$ cat src/tmr_pkg.sv
package tmr_pkg;

  localparam int NUM_SLOTS = 16;
  localparam int IDX_W     = (NUM_SLOTS > 1) ? $clog2(NUM_SLOTS) : 1;
  localparam int SLOT_W    = 4;
  localparam int CNT_W     = 32;
  localparam int REQ_W     = 3;
  localparam int STAT_W    = 2;

  localparam logic [REQ_W-1:0] REQ_TICK       = 3'd0;
  localparam logic [REQ_W-1:0] REQ_START_ONCE = 3'd1;
  localparam logic [REQ_W-1:0] REQ_START_PER  = 3'd2;
  localparam logic [REQ_W-1:0] REQ_STOP       = 3'd3;
  localparam logic [REQ_W-1:0] REQ_DISABLE    = 3'd4;
  localparam logic [REQ_W-1:0] REQ_RESTART    = 3'd5;
  localparam logic [REQ_W-1:0] REQ_QUERY      = 3'd6;

  localparam logic [STAT_W-1:0] ST_OK   = 2'd0;
  localparam logic [STAT_W-1:0] ST_BUSY = 2'd1;
  localparam logic [STAT_W-1:0] ST_IDLE = 2'd2;
  localparam logic [STAT_W-1:0] ST_ZERO = 2'd3;

  typedef struct packed {
    logic             active;
    logic [CNT_W-1:0] cnt;
    logic [CNT_W-1:0] reload;
  } slot_rec_t;

  typedef struct packed {
    logic              fire;
    logic [STAT_W-1:0] status;
  } slot_evt_t;

  // low SLOT_W bits of a slot index, zero-extended when the index is narrower
  function automatic logic [SLOT_W-1:0] idx_to_slot(input logic [IDX_W-1:0] idx);
    logic [SLOT_W+IDX_W-1:0] ext;
    ext = {{SLOT_W{1'b0}}, idx};
    return ext[SLOT_W-1:0];
  endfunction

endpackage

$ cat src/tmr_cell.sv
module tmr_cell
  import tmr_pkg::*;
(
  input  logic      clk,
  input  logic      rst_n,
  input  logic      shift_en,
  input  slot_rec_t rec_in,
  output slot_rec_t rec_out
);

  slot_rec_t rec_r;
  slot_rec_t rec_nxt;

  always_comb begin
    rec_nxt = shift_en ? rec_in : rec_r;
  end

  always_ff @(posedge clk) begin
    if (!rst_n) begin
      rec_r <= '0;
    end else begin
      rec_r <= rec_nxt;
    end
  end

  assign rec_out = rec_r;

endmodule

$ cat src/tmr_slot_alu.sv
module tmr_slot_alu
  import tmr_pkg::*;
(
  input  logic [REQ_W-1:0] req,
  input  logic             hit,
  input  logic [CNT_W-1:0] ticks,
  input  slot_rec_t        rec_in,
  output slot_rec_t        rec_out,
  output slot_evt_t        evt
);

  logic [CNT_W-1:0] dec;
  logic             tick_zero;

  assign dec       = rec_in.cnt - CNT_W'(1);
  assign tick_zero = (ticks == '0);

  always_comb begin
    rec_out    = rec_in;
    evt.fire   = 1'b0;
    evt.status = ST_OK;
    if (req == REQ_TICK) begin
      if (rec_in.active) begin
        rec_out.cnt = dec;
        if (dec == '0) begin
          evt.fire = 1'b1;
          if (rec_in.reload != '0) begin
            rec_out.cnt = rec_in.reload;
          end else begin
            rec_out = '0;
          end
        end
      end
    end else if (!hit) begin
      evt.status = ST_IDLE;
    end else begin
      case (req)
        REQ_START_ONCE, REQ_START_PER: begin
          if (rec_in.active) begin
            evt.status = ST_BUSY;
          end else if (tick_zero) begin
            evt.status = ST_ZERO;
          end else begin
            rec_out.active = 1'b1;
            rec_out.cnt    = ticks;
            rec_out.reload = (req == REQ_START_PER) ? ticks : '0;
          end
        end
        REQ_STOP: begin
          if (!rec_in.active) begin
            evt.status = ST_IDLE;
          end else begin
            rec_out = '0;
          end
        end
        REQ_DISABLE: begin
          if (rec_in.active) begin
            rec_out.reload = '0;
          end
        end
        REQ_RESTART: begin
          if (!rec_in.active) begin
            evt.status = ST_IDLE;
          end else if (tick_zero) begin
            evt.status = ST_ZERO;
          end else begin
            rec_out.cnt = ticks;
          end
        end
        default: begin
          // query and unused codes report only
        end
      endcase
    end
  end

endmodule

$ cat src/software_timer_bank.sv
// Bank of NUM_SLOTS timer slots held in a ring of cells that rotates one slot
// per cycle past a single update unit. Each request is taken with in_tready
// high only while the bank is idle; it then rotates the ring once (the
// addressed slot is updated as it passes, a tick updates every slot). A
// non-tick request then gives one result through the output register. A tick
// then scans its fire flags one slot per cycle while the output register is
// free, giving one result per fired slot in slot order (or one result when
// nothing fired). Results sit in an output register, so the next request can
// be accepted while the last result waits.
module software_timer_bank
  import tmr_pkg::*;
(
  input  logic        clk,
  input  logic        rst_n,
  input  logic        in_tvalid,
  output logic        in_tready,
  input  logic [39:0] in_tdata,   // slot_id[3:0], tick_count[35:4], zero pad
  input  logic [2:0]  in_tuser,   // req_type[2:0]
  output logic        out_tvalid,
  input  logic        out_tready,
  output logic [7:0]  out_tdata,  // fired_slot[3:0], status[5:4],
                                  // slot_active[6], any_active[7]
  output logic        out_tuser,  // fired
  output logic        out_tlast
);

  localparam logic [1:0] S_IDLE  = 2'd0;
  localparam logic [1:0] S_SWEEP = 2'd1;
  localparam logic [1:0] S_EMIT  = 2'd2;

  localparam int CMP_W = SLOT_W + IDX_W;

  logic [1:0]           state_r, state_nxt;
  logic [REQ_W-1:0]     req_r, req_nxt;
  logic [SLOT_W-1:0]    slot_r, slot_nxt;
  logic [CNT_W-1:0]     ticks_r, ticks_nxt;
  logic [IDX_W-1:0]     idx_r, idx_nxt;
  logic [NUM_SLOTS-1:0] fired_r, fired_nxt;
  logic [NUM_SLOTS-1:0] act_r, act_nxt;
  logic                 any_r, any_nxt;
  logic [STAT_W-1:0]    status_r, status_nxt;
  logic                 sact_r, sact_nxt;

  logic                 out_valid_r, out_valid_nxt;
  logic [7:0]           out_data_r, out_data_nxt;
  logic                 out_user_r, out_user_nxt;
  logic                 out_last_r, out_last_nxt;

  slot_rec_t            cell_q [NUM_SLOTS];
  slot_rec_t            alu_rec;
  slot_evt_t            alu_evt;
  logic                 shift_en;
  logic                 hit;
  logic                 out_free;
  logic [NUM_SLOTS-1:0] rest;

  assign shift_en = (state_r == S_SWEEP);
  assign hit      = (req_r != REQ_TICK) && (CMP_W'(slot_r) == CMP_W'(idx_r));
  assign out_free = !out_valid_r || out_tready;
  assign rest     = (fired_r >> idx_r) >> 1;

  genvar k;
  generate
    for (k = 0; k < NUM_SLOTS; k++) begin : g_ring
      if (k == NUM_SLOTS - 1) begin : g_tail
        tmr_cell u_cell (
          .clk      (clk),
          .rst_n    (rst_n),
          .shift_en (shift_en),
          .rec_in   (alu_rec),
          .rec_out  (cell_q[k])
        );
      end else begin : g_body
        tmr_cell u_cell (
          .clk      (clk),
          .rst_n    (rst_n),
          .shift_en (shift_en),
          .rec_in   (cell_q[k+1]),
          .rec_out  (cell_q[k])
        );
      end
    end
  endgenerate

  // head of the ring is always the slot numbered idx_r during a sweep
  tmr_slot_alu u_alu (
    .req     (req_r),
    .hit     (hit),
    .ticks   (ticks_r),
    .rec_in  (cell_q[0]),
    .rec_out (alu_rec),
    .evt     (alu_evt)
  );

  assign in_tready = (state_r == S_IDLE);

  always_comb begin
    state_nxt     = state_r;
    req_nxt       = req_r;
    slot_nxt      = slot_r;
    ticks_nxt     = ticks_r;
    idx_nxt       = idx_r;
    fired_nxt     = fired_r;
    act_nxt       = act_r;
    any_nxt       = any_r;
    status_nxt    = status_r;
    sact_nxt      = sact_r;
    out_valid_nxt = out_valid_r && !out_tready;
    out_data_nxt  = out_data_r;
    out_user_nxt  = out_user_r;
    out_last_nxt  = out_last_r;

    case (state_r)
      S_IDLE: begin
        if (in_tvalid) begin
          req_nxt    = in_tuser;
          slot_nxt   = in_tdata[3:0];
          ticks_nxt  = in_tdata[35:4];
          idx_nxt    = '0;
          fired_nxt  = '0;
          act_nxt    = '0;
          any_nxt    = 1'b0;
          status_nxt = ST_IDLE;   // stays so when no slot matches
          sact_nxt   = 1'b0;
          state_nxt  = S_SWEEP;
        end
      end
      S_SWEEP: begin
        fired_nxt[idx_r] = alu_evt.fire;
        act_nxt[idx_r]   = alu_rec.active;
        any_nxt          = any_r | alu_rec.active;
        if (hit) begin
          status_nxt = alu_evt.status;
          sact_nxt   = alu_rec.active;
        end
        if (idx_r == IDX_W'(NUM_SLOTS - 1)) begin
          idx_nxt   = '0;
          state_nxt = S_EMIT;
        end else begin
          idx_nxt = idx_r + IDX_W'(1);
        end
      end
      S_EMIT: begin
        if (out_free) begin
          if (req_r != REQ_TICK) begin
            out_valid_nxt = 1'b1;
            out_user_nxt  = 1'b0;
            out_data_nxt  = {any_r, sact_r, status_r, {SLOT_W{1'b0}}};
            out_last_nxt  = 1'b1;
            state_nxt     = S_IDLE;
          end else if (fired_r == '0) begin
            out_valid_nxt = 1'b1;
            out_user_nxt  = 1'b0;
            out_data_nxt  = {any_r, 1'b0, ST_OK, {SLOT_W{1'b0}}};
            out_last_nxt  = 1'b1;
            state_nxt     = S_IDLE;
          end else if (fired_r[idx_r]) begin
            out_valid_nxt = 1'b1;
            out_user_nxt  = 1'b1;
            out_data_nxt  = {any_r, act_r[idx_r], ST_OK, idx_to_slot(idx_r)};
            out_last_nxt  = (rest == '0);
            if (rest == '0) begin
              state_nxt = S_IDLE;
            end else begin
              idx_nxt = idx_r + IDX_W'(1);
            end
          end else begin
            idx_nxt = idx_r + IDX_W'(1);
          end
        end
      end
      default: begin
        state_nxt = S_IDLE;
      end
    endcase
  end

  always_ff @(posedge clk) begin
    if (!rst_n) begin
      state_r     <= S_IDLE;
      out_valid_r <= 1'b0;
    end else begin
      state_r     <= state_nxt;
      out_valid_r <= out_valid_nxt;
    end
  end

  always_ff @(posedge clk) begin
    req_r      <= req_nxt;
    slot_r     <= slot_nxt;
    ticks_r    <= ticks_nxt;
    idx_r      <= idx_nxt;
    fired_r    <= fired_nxt;
    act_r      <= act_nxt;
    any_r      <= any_nxt;
    status_r   <= status_nxt;
    sact_r     <= sact_nxt;
    out_data_r <= out_data_nxt;
    out_user_r <= out_user_nxt;
    out_last_r <= out_last_nxt;
  end

  assign out_tvalid = out_valid_r;
  assign out_tdata  = out_data_r;
  assign out_tuser  = out_user_r;
  assign out_tlast  = out_last_r;

endmodule

$ cat config.mk
export PLATFORM = sky130hd
export DESIGN_NAME = software_timer_bank
export DESIGN_NICKNAME = d
export VERILOG_FILES = /design/src/tmr_pkg.sv /design/src/tmr_cell.sv /design/src/tmr_slot_alu.sv /design/src/software_timer_bank.sv
export SDC_FILE = /design/constraint.sdc
export NUM_CORES = 2
export LEC_CHECK = 0
export ABC_AREA = 0
export BUFFER_PORTS_ARGS = -buffer_cell sky130_fd_sc_hd__buf_2
export CAP_MARGIN = 10
export CORE_MARGIN = 1
export CORE_UTILIZATION = 49
export DETAILED_ROUTE_END_ITERATION = 7
export RECOVER_POWER = 25
export SYNTH_ARGS = -nofsm -noshare
export SYNTH_HDL_FRONTEND = slang
export SYNTH_SLANG_ARGS = --single-unit
$ cat constraint.sdc
create_clock -name clk -period 4 [get_ports clk]
set_input_delay 0.4 -clock clk [delete_from_list [all_inputs] [get_ports clk]]
set_output_delay 0.4 -clock clk [all_outputs]
set_load 0.01 [all_outputs]
==> flow_summary_export.csv <==
group,metric,value,unit
critical_path,crit_path_start,"g_ring[0].g_body.u_cell.rec_out[33]$_SDFFE_PN0P_",
power,cellPowerDensity,498.2,nW/um2
grt,grt_start_max_net_pins,195,
place,placed_cells_incl_taps,5261,
power,ir_worst_vdd,0.4679,mV
status,run_status,"complete, but fails checks",
route,finalWirelength,96.83,mm
place,place.port_buffers,54,
timing,finalSetupViolCount,0,
timing,final-max-slew-violation-count,62,
critical_path,crit_path_max_fanout,10,
die,die_height,307.6,um
timing,clock_period_minus_final_worst_setup_slack,3817,ps
timing,worst_max_slew_margin_expressed_relative_to_the_limit,-64.52,%
critical_path,critical_path.reg2reg.startpoint,"g_ring[0].g_body.u_cell.rec_out[33]$_SDFFE_PN0P_",
timing,period_share,95.43,%
place,detailed_place.area,47360,um2
synth,synth_area_per_cell,10.95,um2
clock_tree,post-cts-setup-buffer-count,0,
power,power.total,25.74,mW
clock_tree,cts_root_buf,"clkbuf_16",
synth,synth_ff_type,"dfxtp_1",
timing,final_hold_viol_count,0,
place,hpwlAfterDp,59.48,mm
clock_tree,clk_latency,690,ps
die,core.rowCount,111,
finish,layout-drive-gt1-share,8.296,%
route,route.antenna.remaining_nets,0,
place,dp_slack,232.0,ps
die,die_x,307.6,um
synth,ys_async_sr_fraction,0,%
grt,grt_overflow,0,
finish,seqCellArea,23550,um2
critical_path,regToRegSetupSlack,180,ps
die,design.die.area,94640,um2
synth,post-synth-top-count-cell,"dfxtp_1",
clock_tree,clk_transition_reported_paths,60,ps
die,effective_utilization_at_floorplan,49.71,%
route,vias,28620,
timing,grt_setup_unrepaired,"no",
critical_path,timing.critical_path.slowest_cell_delay,640,ps
synth,syn_inst,4181,
synth,yosys-top-cells-count,"1043 x dfxtp_1, 995 x mux2i_1, 981 x nor2b_1",
grt,grt_antenna_before_repair,0,
synth,synth.lib_cells_used.distinct,78,
grt,grt_util_all_layers,20.16,%
finish,antenna_cells,0,
power,total_leakage_power,17.40,nW
timing,max_freq,0.2620,GHz
synth,synth-seq-area-share,51.46,%
worst_hold_path,hold_path.startpoint,"out_tready",
die,floorplan.io_pins,59,
status,failed_checks,"capacitance limit, slew limit",
timing,post-route-worst-setup-slack,182.8,ps
critical_path,crit_chain,"or4_1, or3_1, buf_4, nor4_1, xnor2_1, o221a_2, nand2_1, buf_4, o41a_1, o211a_1",
synth,yosysWarningCount,0,
synth,yosysTopAreaCell,"dfxtp_1",
route,post-route-drc-count,0,
finish,fillerInstances,8095,
finish,layout.cell_area.non_filler,51660,um2
critical_path,slowest_library_cell_on_the_worst_path,"or4_1",
synth,portion_of_synthesized_cell_area_occupied_by_the_leading_cell_type,45.62,%
worst_hold_path,hold_path_class,"in -> reg",
timing,max_slew.worst_pin.slew,2468,ps
finish,multi_input_comb_area,20990,um2
place,gp_routability_congestion,0.9243,
finish,area_growth,12.86,%
critical_path,critical_path_required,4590,ps
route,detail_route.first_pass.iterations,5,
route,post_drt_wl_per_cell,17.54,um
grt,first_global_vias,27170,
timing,timing.setup.tns,0,ps
clock_tree,cts_buffer_depth,3,
synth,postSynthNetCount,4238,
synth,syn-cell-area,45770,um2
grt,first_pass_grt_wire_length,154.6,mm
clock_tree,numCtsBuffers,118,
clock_tree,cts.htree.levels,3,
synth,synth_edf_count,89,
job,maxCapViolCount,2,
clock_tree,cts_tree,"done",
critical_path,path_common_cell,"buf_4",
critical_path,worstPathArrival,4410,ps
die,core-area,92080,um2
route,drt-initial-drc-count,1951,
critical_path,timing.setup.critical_path_class,"reg -> reg",
finish,final_nets,4234,
clock_tree,cts_num_sinks,1132,
critical_path,startpoint_type,"flop",
critical_path,crit_path_end_kind,"flop",
synth,synth_seq_cells,1132,
route,routed_vias_inst,5.182,
timing,worst_case_clock_skew,20.23,ps
synth,yosys-top-cells-area,"dfxtp_1 46%, mux2i_1 22%, nor2b_1 13%",
finish,layout.cells.non_filler,5522,
==> power by group <==
group / internal [mW] / switching, mW
Combinational: 1.29 / 1.60
Clock: 6.59 / 4.41
Sequential: 11.6 / 0.211
==> area by class of cell <==
cell class	count	share of cell area [%]
inverters	17	0.1235
clock buffers	187	7.048
flip-flops and latches	1132	45.59
repair buffers	190	2.911
clock inverters	35	0.6757
well taps	1243	3.010
multi-input cells	2718	40.64
==> path summary, 6_finish.rpt <==
check / end / depth (start not counted)
max reg2reg: g_ring[15].g_tail.u_cell.rec_out[51]$_SDFFE_PN0P_ / 10
min reg2reg: out_tdata[7]$_DFFE_PP_ / 0
max: g_ring[15].g_tail.u_cell.rec_out[51]$_SDFFE_PN0P_ / 10
min: out_tvalid$_SDFF_PN0_ / 3
==> metrics by stage <==
| stage | utilization (%) | hold slack (ps) |
|---|---|---|
| 4_1_cts | 56.19 | 4.963 |
| 6_report | 56.10 | 54.78 |
| 5_1_grt | 56.10 | 30.82 |
| 3_5_place_dp | 51.44 | 444.6 |
| 2_1_floorplan | - | 424.8 |
| 3_3_place_gp | 51.44 | 433.7 |
==> cells by family after synthesis <==
logic type                 count (synthesis)  share of synthesized area, %
DFF                                     1132                         51.46
adders and majority gates                 10                        0.2734
buffers and inverters                    331                         2.780
AOI/OAI and AO/OA                        350                         5.448
and+or+nand+nor                         1334                         17.40
xor gates and xnor gates                  13                        0.2488
muxes                                   1011                         22.40
==> worst max-delay path, delay by kind of cell, from the launching register on <==
family,cells,cell delay [ps]
compound gates,3,840
xor+xnor,1,240
buf+inv,2,500
flops,1,380
simple gates,4,1740
==> repair_timing <==
item / in CTS / in global routing
hold buffers: 39 / 0
endpoints found under the hold margin: 39 / 0
resized for setup: 0 / 3
setup endpoints to repair: 0 / 21
==> state kept, by name, summed over array words and instances (netlist names) <==
name,count
state_r,2
out_tvalid,1
fired_r,16
req_r,3
out_tlast,1
out_tdata,8
out_tuser,1
sact_r,1
status_r,2
g_ring.g_tail.u_cell.rec_out,65
act_r,16
slot_r,4
ticks_r,32
any_r,1
idx_r,4
g_ring.g_body.u_cell.rec_out,975
==> layout by cell type (no fill, tap or decap), types with 6 or more instances in the layout <==
cell	count
mux4_2	10
o21ai_0	80
nand3_1	25
nor2b_1	979
clkbuf_16	122
a21oi_2	9
nand4_1	9
o211ai_1	8
xnor2_1	11
a31oi_1	8
nand2b_1	12
buf_2	20
bufinv_16	6
clkbuf_1	67
or4_1	6
o311ai_0	7
a21oi_1	49
o31ai_1	12
a22oi_1	39
a22o_1	42
edfxtp_1	89
dfxtp_1	1042
nand2_1	67
mux2i_1	995
and3_1	18
ha_1	10
nor2_1	83
and2_1	15
dlygate4sd3_1	39
inv_1	15
clkinv_2	19
nor3b_1	8
nor4_1	43
nor3_1	32
clkbuf_8	34
a221oi_1	15
mux2_2	6
buf_12	14
o2bb2ai_1	28
buf_4	73
==> layer usage <==
| metal | routed length [um] | track usage (%) | vias up |
|---|---|---|---|
| li1 | - | - | 14480 |
| met5 | 0 | 0 | - |
| met1 | 48850 | 29.25 | 13390 |
| met3 | 4380 | 3.592 | 186 |
| met2 | 40720 | 30.09 | 561 |
| met4 | 2880 | 6.572 | 0 |
No activity file was read; power rests on OpenSTA's default activity.
